**src/rtl/iir_pkg.sv**
```systemverilog
// shared constants and types of the state-space iir filter
package iir_pkg;

    localparam int SAMPLE_W  = 16;
    localparam int COEF_W    = 18;
    localparam int STATE_W   = 24;
    localparam int PROD_W    = COEF_W + STATE_W;
    localparam int ACC_W     = PROD_W + 2;
    localparam int FRAC_BITS = 14;
    localparam int CFG_IDX_W = 3;

    // configuration register indexes
    localparam logic [CFG_IDX_W-1:0] REG_DIRECT_GAIN  = 3'd0;
    localparam logic [CFG_IDX_W-1:0] REG_OUT_WEIGHT_1 = 3'd1;
    localparam logic [CFG_IDX_W-1:0] REG_FEEDBACK_1   = 3'd4;

    localparam logic signed [COEF_W-1:0] DIRECT_GAIN_RESET = 18'sd16384;

    // datapath commands from the controller
    typedef struct packed {
        logic load;    // first product from the incoming sample, accumulators preset
        logic mul;     // product of the current step
        logic acc;     // add the previous product
        logic finish;  // saturate, write output, shift the delay line
    } dp_cmd_t;

endpackage

```
**src/rtl/iir_filter_state_space.sv**
```systemverilog
// top level of the state-space iir filter (direct form ii equivalent)
//
//  channel | signals                          | transfer
//  --------+----------------------------------+---------------------------------
//  input   | in_valid, in_ready, sample_in    | transaction when valid & ready
//  output  | out_valid, out_ready, sample_out | transaction when valid & ready
//  config  | cfg_we, cfg_index, cfg_data      | write when cfg_we, no wait
//
// each sample runs 2*ORDER+1 products through the single shared multiplier,
// then a finishing step saturates the results and shifts the delay line
// reset clears the delay line and loads the default coefficients (unit gain)
// the output register frees the input side; a new sample is taken while the
// last result waits, and only the finishing cycle stalls on a full output

module iir_filter_state_space #(
    parameter int ORDER = 3
) (
    input  logic                                clk,
    input  logic                                rst_n,
    input  logic                                in_valid,
    output logic                                in_ready,
    input  logic signed [iir_pkg::SAMPLE_W-1:0] sample_in,
    output logic                                out_valid,
    input  logic                                out_ready,
    output logic signed [iir_pkg::SAMPLE_W-1:0] sample_out,
    input  logic                                cfg_we,
    input  logic [iir_pkg::CFG_IDX_W-1:0]       cfg_index,
    input  logic [iir_pkg::COEF_W-1:0]          cfg_data
);
    import iir_pkg::*;

    localparam int STEP_W = $clog2(2 * ORDER + 1);

    dp_cmd_t           cmd;
    logic [STEP_W-1:0] step;

    iir_ctrl #(
        .ORDER (ORDER)
    ) u_ctrl (
        .clk       (clk),
        .rst_n     (rst_n),
        .in_valid  (in_valid),
        .in_ready  (in_ready),
        .out_valid (out_valid),
        .out_ready (out_ready),
        .cmd       (cmd),
        .step      (step)
    );

    iir_dp #(
        .ORDER (ORDER)
    ) u_dp (
        .clk        (clk),
        .rst_n      (rst_n),
        .cfg_we     (cfg_we),
        .cfg_index  (cfg_index),
        .cfg_data   (cfg_data),
        .cmd        (cmd),
        .step       (step),
        .sample_in  (sample_in),
        .sample_out (sample_out)
    );

endmodule

```
**src/rtl/iir_ctrl.sv**
```systemverilog
// sequencer that steps the shared multiplier through one sample
module iir_ctrl #(
    parameter int ORDER = 3,
    localparam int STEP_W = $clog2(2 * ORDER + 1)
) (
    input  logic              clk,
    input  logic              rst_n,
    input  logic              in_valid,
    output logic              in_ready,
    output logic              out_valid,
    input  logic              out_ready,
    output iir_pkg::dp_cmd_t  cmd,
    output logic [STEP_W-1:0] step
);
    import iir_pkg::*;

    localparam logic [1:0] ST_IDLE   = 2'd0;
    localparam logic [1:0] ST_RUN    = 2'd1;
    localparam logic [1:0] ST_FINISH = 2'd2;

    localparam logic [STEP_W-1:0] LAST_STEP = STEP_W'(2 * ORDER);

    logic [1:0]        state_reg, state_next;
    logic [STEP_W-1:0] step_reg, step_next;
    logic              out_valid_reg, out_valid_next;

    always_comb
    begin
        state_next     = state_reg;
        step_next      = step_reg;
        out_valid_next = out_valid_reg && !out_ready;
        cmd            = '0;
        in_ready       = 1'b0;
        case (state_reg)
            ST_IDLE:
            begin
                in_ready = 1'b1;
                if (in_valid)
                begin
                    cmd.load   = 1'b1;
                    step_next  = STEP_W'(1);
                    state_next = ST_RUN;
                end
            end
            ST_RUN:
            begin
                cmd.mul   = 1'b1;
                cmd.acc   = 1'b1;
                step_next = step_reg + STEP_W'(1);
                if (step_reg == LAST_STEP)
                begin
                    state_next = ST_FINISH;
                end
            end
            ST_FINISH:
            begin
                // hold until the output register is free
                if (!out_valid_reg || out_ready)
                begin
                    cmd.finish     = 1'b1;
                    out_valid_next = 1'b1;
                    state_next     = ST_IDLE;
                end
            end
            default:
            begin
                state_next = ST_IDLE;
            end
        endcase
    end

    always_ff @(posedge clk or negedge rst_n)
    begin
        if (!rst_n)
        begin
            state_reg     <= ST_IDLE;
            step_reg      <= '0;
            out_valid_reg <= 1'b0;
        end
        else
        begin
            state_reg     <= state_next;
            step_reg      <= step_next;
            out_valid_reg <= out_valid_next;
        end
    end

    assign out_valid = out_valid_reg;
    assign step      = step_reg;

endmodule

```
**src/rtl/iir_dp.sv**
```systemverilog
// coefficient registers, delay line, shared multiplier and accumulators
module iir_dp #(
    parameter int ORDER = 3,
    localparam int STEP_W = $clog2(2 * ORDER + 1)
) (
    input  logic                                    clk,
    input  logic                                    rst_n,
    input  logic                                    cfg_we,
    input  logic [iir_pkg::CFG_IDX_W-1:0]           cfg_index,
    input  logic [iir_pkg::COEF_W-1:0]              cfg_data,
    input  iir_pkg::dp_cmd_t                        cmd,
    input  logic [STEP_W-1:0]                       step,
    input  logic signed [iir_pkg::SAMPLE_W-1:0]     sample_in,
    output logic signed [iir_pkg::SAMPLE_W-1:0]     sample_out
);
    import iir_pkg::*;

    localparam int SH_W = ACC_W - FRAC_BITS;

    logic signed [COEF_W-1:0]  direct_gain_reg;
    logic signed [COEF_W-1:0]  out_weight_reg [ORDER];
    logic signed [COEF_W-1:0]  feedback_reg [ORDER];
    logic signed [STATE_W-1:0] delay_reg [ORDER];

    logic signed [PROD_W-1:0]   prod_reg, prod_next;
    logic                       prod_to_y_reg, prod_to_y_next;
    logic [ACC_W-1:0]           acc_y_reg, acc_y_next;
    logic [ACC_W-1:0]           acc_s_reg, acc_s_next;
    logic signed [SAMPLE_W-1:0] y_reg, y_next;

    logic [STEP_W-1:0]         tap;
    logic signed [COEF_W-1:0]  op_a;
    logic signed [STATE_W-1:0] op_b;
    logic [ACC_W-1:0]          prod_ext;
    logic [ACC_W-1:0]          y_sum;
    logic [ACC_W-1:0]          s_sum;
    logic [SH_W-1:0]           y_sh;
    logic [SH_W-1:0]           s_sh;
    logic signed [STATE_W-1:0] s_new;

    // odd steps weigh the output, even steps the feedback, two steps per tap
    always_comb
    begin
        tap  = (step - STEP_W'(1)) >> 1;
        op_a = direct_gain_reg;
        op_b = STATE_W'(sample_in);
        if (!cmd.load)
        begin
            op_a = '0;
            op_b = '0;
            for (int i = 0; i < ORDER; i++)
            begin
                if (tap == STEP_W'(i))
                begin
                    op_a = step[0] ? out_weight_reg[i] : feedback_reg[i];
                    op_b = delay_reg[i];
                end
            end
        end
        prod_next      = PROD_W'(op_a * op_b);
        prod_to_y_next = cmd.load ? 1'b1 : step[0];
    end

    assign prod_ext = {{(ACC_W - PROD_W){prod_reg[PROD_W-1]}}, prod_reg};

    always_comb
    begin
        acc_y_next = acc_y_reg;
        acc_s_next = acc_s_reg;
        if (cmd.load)
        begin
            acc_y_next = '0;
            acc_s_next = {{(ACC_W - SAMPLE_W - FRAC_BITS){sample_in[SAMPLE_W-1]}},
                          sample_in, {FRAC_BITS{1'b0}}};
        end
        else if (cmd.acc)
        begin
            if (prod_to_y_reg)
            begin
                acc_y_next = acc_y_reg + prod_ext;
            end
            else
            begin
                acc_s_next = acc_s_reg + prod_ext;
            end
        end
    end

    // last product is still in flight at finish
    assign y_sum = prod_to_y_reg ? acc_y_reg + prod_ext : acc_y_reg;
    assign s_sum = prod_to_y_reg ? acc_s_reg : acc_s_reg + prod_ext;
    assign y_sh  = y_sum[ACC_W-1:FRAC_BITS];
    assign s_sh  = s_sum[ACC_W-1:FRAC_BITS];

    // clamp when the bits above the result width are not all sign copies
    always_comb
    begin
        if (y_sh[SH_W-1:SAMPLE_W-1] == '0 || y_sh[SH_W-1:SAMPLE_W-1] == '1)
        begin
            y_next = y_sh[SAMPLE_W-1:0];
        end
        else if (y_sh[SH_W-1])
        begin
            y_next = {1'b1, {(SAMPLE_W - 1){1'b0}}};
        end
        else
        begin
            y_next = {1'b0, {(SAMPLE_W - 1){1'b1}}};
        end

        if (s_sh[SH_W-1:STATE_W-1] == '0 || s_sh[SH_W-1:STATE_W-1] == '1)
        begin
            s_new = s_sh[STATE_W-1:0];
        end
        else if (s_sh[SH_W-1])
        begin
            s_new = {1'b1, {(STATE_W - 1){1'b0}}};
        end
        else
        begin
            s_new = {1'b0, {(STATE_W - 1){1'b1}}};
        end
    end

    always_ff @(posedge clk or negedge rst_n)
    begin
        if (!rst_n)
        begin
            direct_gain_reg <= DIRECT_GAIN_RESET;
            for (int i = 0; i < ORDER; i++)
            begin
                out_weight_reg[i] <= '0;
                feedback_reg[i]   <= '0;
                delay_reg[i]      <= '0;
            end
        end
        else
        begin
            if (cfg_we)
            begin
                if (cfg_index == REG_DIRECT_GAIN)
                begin
                    direct_gain_reg <= cfg_data;
                end
                for (int i = 0; i < ORDER; i++)
                begin
                    if (cfg_index == REG_OUT_WEIGHT_1 + CFG_IDX_W'(i))
                    begin
                        out_weight_reg[i] <= cfg_data;
                    end
                    if (cfg_index == REG_FEEDBACK_1 + CFG_IDX_W'(i))
                    begin
                        feedback_reg[i] <= cfg_data;
                    end
                end
            end
            if (cmd.finish)
            begin
                for (int i = ORDER - 1; i > 0; i--)
                begin
                    delay_reg[i] <= delay_reg[i-1];
                end
                delay_reg[0] <= s_new;
            end
        end
    end

    always_ff @(posedge clk)
    begin
        if (cmd.load || cmd.mul)
        begin
            prod_reg      <= prod_next;
            prod_to_y_reg <= prod_to_y_next;
        end
        acc_y_reg <= acc_y_next;
        acc_s_reg <= acc_s_next;
        if (cmd.finish)
        begin
            y_reg <= y_next;
        end
    end

    assign sample_out = y_reg;

endmodule

```
**config.mk**
```make
export PLATFORM = sky130hd
export DESIGN_NAME = iir_filter_state_space
export DESIGN_NICKNAME = d
export VERILOG_FILES = /design/src/rtl/iir_pkg.sv /design/src/rtl/iir_filter_state_space.sv /design/src/rtl/iir_ctrl.sv /design/src/rtl/iir_dp.sv
export SDC_FILE = /design/constraint.sdc
export NUM_CORES = 2
export LEC_CHECK = 0
export BUFFER_PORTS_ARGS = -buffer_cell sky130_fd_sc_hd__buf_2
export CELL_PAD_IN_SITES_DETAIL_PLACEMENT = 2
export CELL_PAD_IN_SITES_GLOBAL_PLACEMENT = 2
export CORE_MARGIN = 4
export CORE_UTILIZATION = 25
export CTS_BUF_LIST = sky130_fd_sc_hd__clkbuf_8
export DETAILED_ROUTE_END_ITERATION = 10
export PLACE_DENSITY = 0.51
export SYNTH_ARGS = -nofsm -noshare
export SYNTH_HDL_FRONTEND = slang
export SYNTH_SLANG_ARGS = --single-unit
```
**constraint.sdc**
```tcl
create_clock -name clk -period 10.3 [get_ports clk]
set_clock_uncertainty 0.05 [all_clocks]
set_input_delay 1.03 -clock clk [delete_from_list [all_inputs] [get_ports clk]]
set_output_delay 1.03 -clock clk [all_outputs]
set_load 0.01 [all_outputs]
```
# ---- Yosys cells after proc, flatten, opt, wreduce, memory -nomap -nowiden
# Cells that the tools add are included.
dict set report word_totals {
  register_bits 351
  latchBits 0
  mem_bits_rw 0
  rom_bits 0
  input_bits 42
  out_inout_bits 18
  elab_cells 100
  mem_count 0
}
dict set report op_classes {
  add_sub_neg 4
  mul 1
  div_mod_pow 0
  order_cmp 0
  n_eq_ne 16
  shift 0
  n_mux 33
  n_bitwise 1
  n_reduce_logical 25
}
# operator count
set ops {}
lappend ops {{$mux 44} 4}
lappend ops {{$mux 24} 6}
lappend ops {{$mux 18} 7}
lappend ops {{$add 44x44->44} 2}
lappend ops {{$mul 18x24->42} 1}
lappend ops {{$mux 16} 2}
lappend ops {{$reduce_and 2->1} 10}
lappend ops {{$eq 15x15->1 const B} 1}
lappend ops {{$logic_not 15->1} 1}
lappend ops {{$eq 3x3->1 const B} 4}
lappend ops {{$mux 2} 4}
lappend ops {{$eq 7x7->1 const B} 1}
lappend ops {{$logic_not 7->1} 1}
lappend ops {{$mux 1} 7}
lappend ops {{$eq 3x2->1 const B} 2}
lappend ops {{$logic_not 3->1} 2}
lappend ops {{$pmux 2 s3} 1}
lappend ops {{$pmux 3 s2} 1}
lappend ops {{$eq 2x1->1 const B} 2}
lappend ops {{$eq 2x2->1 const B} 2}
lappend ops {{$logic_or 1x1->1} 4}
lappend ops {{$ne 2x1->1 const B} 2}
lappend ops {{$reduce_bool 2->1} 2}
lappend ops {{$add 3x1->3 const B} 1}
lappend ops {{other kinds (9)} 10}

# ---- Logic depth before layout (Yosys ltp)
dict set report depth {
  word_depth 7
  ltp_mapped 39
  depth_no_buf 35
}

# ---- Cells and area by module
# From an unflattened synthesis, not the netlist that was laid out.
dict set report hier_totals {
  cells_unflattened 3739
  hier_area_um2 35410.2
}
# module n_inst cells_per_inst area_per_inst_um2 seq_area_each_um2
set modules_own_cells {}
lappend modules_own_cells {iir_dp 1 3712 35113.7 8789.7}
lappend modules_own_cells {iir_ctrl 1 27 296.5 150.1}

# ---- Worst setup path before layout
# No wires, ideal clock.
dict set report synth_path {
  kind {register to register}
  startpoint {reg u_ctrl.step_reg[0] (netlist: u_ctrl.step[0])}
  endpoint {reg u_dp.prod_reg[40], data pin}
  setup_time_ns 0.265
  arrival_time_ns 9.016
  required_time_ns 9.985
  slack_ns 0.969
  path_stages_with_launch 33
  n_path_buf 6
  synth_period_minus_slack_ns 9.331
  path_cell_list {dfrtp_1 clkbuf_1 clkbuf_1 inv_1 ha_1 clkbuf_1 clkbuf_1 clkbuf_1 a221oi_1 a21oi_1 clkbuf_1 nand2_1 fa_1 fa_1 fa_1 fa_1 inv_1 fa_1 inv_1 fa_1 inv_1 ha_1 inv_1 o21bai_1 a2111oi_0 a21oi_1 o31ai_1 o21ai_0 a31oi_1 o21ai_0 a21oi_1 o21ai_0 xor2_1}
}
dict set report synth_between {
  elab_chain_len 7
  elab_cells_between_ends 16
  cone_classes {add/sub (1); mul (1); eq/ne (2); mux (11); reduce/logical (1)}
}
# item line
set synth_lines {}
lappend synth_lines {{from (decl)} iir_ctrl.sv:24} ;# logic [STEP_W-1:0] step_reg, step_next;
lappend synth_lines {{from (signal assigned)} iir_ctrl.sv:83} ;# step_reg <= step_next;
lappend synth_lines {{$sub 3x1->3} iir_dp.sv:44} ;# tap = (step - STEP_W'(1)) >> 1;
lappend synth_lines {{$logic_not 3->1} iir_dp.sv:53} ;# if (tap == STEP_W'(i))
lappend synth_lines {{$mux 18 / $mux 24 (equally long branches) (3 in a row)} iir_dp.sv:53}
lappend synth_lines {{$mux 18 / $mux 24 (equally long branches)} iir_dp.sv:47} ;# if (!cmd.load)
lappend synth_lines {{$mul 18x24->42 (*)} iir_dp.sv:60} ;# prod_next = PROD_W'(op_a * op_b);
lappend synth_lines {{net u_dp.prod_next[40]} iir_dp.sv:25} ;# logic signed [PROD_W-1:0] prod_reg, prod_next;
lappend synth_lines {{to (signal assigned)} iir_dp.sv:172} ;# prod_reg <= prod_next;
lappend synth_lines {{to (decl)} iir_dp.sv:25}
# The timed path passes the listed nets; every way through them passes the cells marked *.
# A chain may end at the register's enable or synchronous reset.

# ---- Worst setup path in the final report
dict set report layout_path {
  startpoint {reg u_ctrl.step_reg[0] (netlist: u_ctrl.step[0])}
  endpoint {reg u_dp.prod_reg[41], data pin}
}
# The elaborated chain is that of the path after synthesis.

==> results.cfg <==
[outcome]
status = finished clean

[synth]
ys_ff_latch = 351
synth_adder_area_share_pct = 30.89
avgSynthCellArea_um2 = 9.220
async_flop_share_pct = 58.12
synth_top_family_by_area = adder cells
synthFlopType = dfrtp_1
synth_area_um2 = 35530
ys_top_cells_by_area = fa_1 (24%), dfrtp_1 (14%), nand2_1 (7.7%)
synthCells = 3853
synth_nets = 4516
yosysWarningCount = 0
synth-simple-area-share_pct = 14.62
synth_top_area_cell = fa_1
yosys.cell_types.count = 97
synth.area.mux_share_pct = 6.209
synth-compound-area-share_pct = 12.37
synth_top_cell_area_share_pct = 24.06
synth_seq_area_share_pct = 25.16
synth-xor-area-share_pct = 3.004
synth_edf_count = 89

[place]
dpl_cell_area_um2 = 38470
gp_congestion = 0.8279
place_ws_ns = 0.6184
dp.final_hpwl_mm = 105.7
io_buffers = 59

[drt]
vias = 27580
finalWirelength_mm = 133.2
drtIter0Drc = 1265
drc_errors = 0
antenna_left = 0
drtPass1Iterations = 5
vias_per_cell = 4.703
wl_per_cell_um = 22.71

[setup_path]
required_ns = 10.65
arrival_ns = 9.81
crit_top_cell = fa_1
crit_type = flip-flop to flip-flop
path_max_fanout = 26
critPathLaunchType = flip-flop
setup.worst_path.end_class = flip-flop
cpMaxStageDelayCell = fa_1
max_stage_delay_ns = 0.56
r2r_cells = 30

[sta]
fin_crit_sh_pct = 91.86
slew-limit-headroom_pct = 21.85
tightest_slew_ns = 1.164
whs_ns = 0.2891
fin_ws_ns = 0.8387
period_needed_ns = 9.461
finalSetupViolCount = 0
slew_violations = 0
setup-tns-final_ns = 0
rsz0062_at_grt = no
hold_viol_final = 0
fmax_mhz = 105.7

[worst_hold_path]
hold_path.class = input pin to asynchronous set/reset pin

[floorplanning]
fp.dieW_um = 385.0
start_util_pct = 25.12
io_pins = 60
core_um2 = 141400
rows = 138
die_h_um = 385.0
dieArea_um2 = 148200

[final_layout]
drive_gt1_share_pct = 13.35
multiInputGateArea_um2 = 23970
finalNetCount = 4578
nFillCells = 15910
seq_area_um2 = 8941
final_area_um2 = 39900
syn2layout_area_growth_pct = 12.31
largest_reg_flops = 72

[cts]
cts_buffers = 70
hold_buffers = 0
clk_latency_ns = 0.70
cts_buffer_depth = 3
tritoncts = yes
htree_levels = 3
clkTransAtPathRegs_ns = 0.06
cts_root_buf = clkbuf_8
cts_sinks = 351
ctsResizeCount = 0
post_cts_buffers = 0

[job]
maxCapViolCount = 0

[global_route]
grt_max_degree = 88
grtUsageTotal_pct = 18.19
grt_pass1_vias = 31400
grt_pass1_wl_mm = 203.4
overflow = 0
antenna_found_initial = 6
[worst max-delay path: cells and delay by family, from the launching register on]
| family | cells | cell delay, ns |
|---|---|---|
| XOR/XNOR | 1 | 0.08 |
| flip-flops | 1 | 0.38 |
| AND/OR/NAND/NOR | 4 | 0.77 |
| buffers and inverters | 7 | 0.98 |
| adder cells (fa/ha/maj) | 8 | 3.98 |
| AO/OA/AOI/OAI | 9 | 2.46 |
| multiplexers | 1 | 0.38 |
[area by class of cell]
type / instances / area share (%)
Multi-Input combinational cell: 2790 / 60.09
Sequential cell: 351 / 22.41
Tap cell: 1890 / 5.927
Inverter: 521 / 4.901
Timing Repair Buffer: 181 / 3.123
Clock buffer: 79 / 2.725
Clock inverter: 47 / 0.7965
Antenna cell: 5 / 0.03136
[worst paths after layout]
path	to	slack [ns]	startpoint
min in group clk	u_dp.acc_y_reg[4]	0.41	u_dp.acc_y_reg[4]
max in group asynchronous	u_dp.delay_reg[31]	7.74	rst_n
setup / recovery	u_dp.prod_reg[41]	0.84	u_ctrl.step[0]
setup reg to reg	u_dp.prod_reg[41]	0.84	u_ctrl.step[0]
hold / removal	u_dp.feedback_reg[16]	0.29	rst_n
hold reg to reg	u_dp.acc_y_reg[4]	0.41	u_dp.acc_y_reg[4]
[synth_stat cells, drive strengths merged (16+ instances only)]
cell type	n
nand2	733
inv	520
fa	427
nor2	246
a21oi	212
dfrtp	203
ha	194
clkbuf	157
o21ai	141
mux2	127
edfxtp	89
xnor2	79
dfxtp	58
a21o	53
nor3	51
xor2	42
and2	40
mux2i	38
o21a	35
buf	34
nand2b	29
nand4	28
nand3	27
a32oi	23
a221o	21
a211oi	20
o21bai	20
a31oi	19
mux4	17
a221oi	16
nor2b	16
[layer usage]
layer  GRT usage [%]  vias to the layer above  routed length [um]
li1                -                    12720                   -
met1           25.20                    14450               63560
met2           30.46                      306               63060
met3           2.352                      111                4129
met4           3.635                        0                2417
met5               0                        -                   0
[cells by family (layout without fill, tap and decap cells)]
logic type               after synthesis  in the layout
AO/OA/AOI/OAI                        639            639
AND/OR/NAND/NOR                     1227           1227
flip-flops                           351            351
buffers and inverters                712            828
adder cells (fa/ha/maj)              621            621
other                                  0              5
multiplexers                         182            182
XOR/XNOR                             121            121
[metrics by stage]
step	util (%)	std cells
2_1_floorplan	-	3853
3_3_place_gp	27.21	5732
3_5_place_dp	27.21	5732
4_1_cts	28.20	5858
5_1_grt	28.21	5860
6_report	28.21	5864
[layout by cell type (no fill, tap or decap), types with 104 or more instances in the layout]
cell type  Yosys  final
fa_1         427    427
mux2_2       127    127
inv_1        520    542
a21oi_1      206    200
ha_1         194    193
nand2_1      732    729
o21ai_0      108    104
nor2_1       246    243
dfrtp_1      203    202
buf_4          4    120
Power is not shown: default switching activity piles up to over one toggle a cycle in this logic, so the estimate is an artifact.
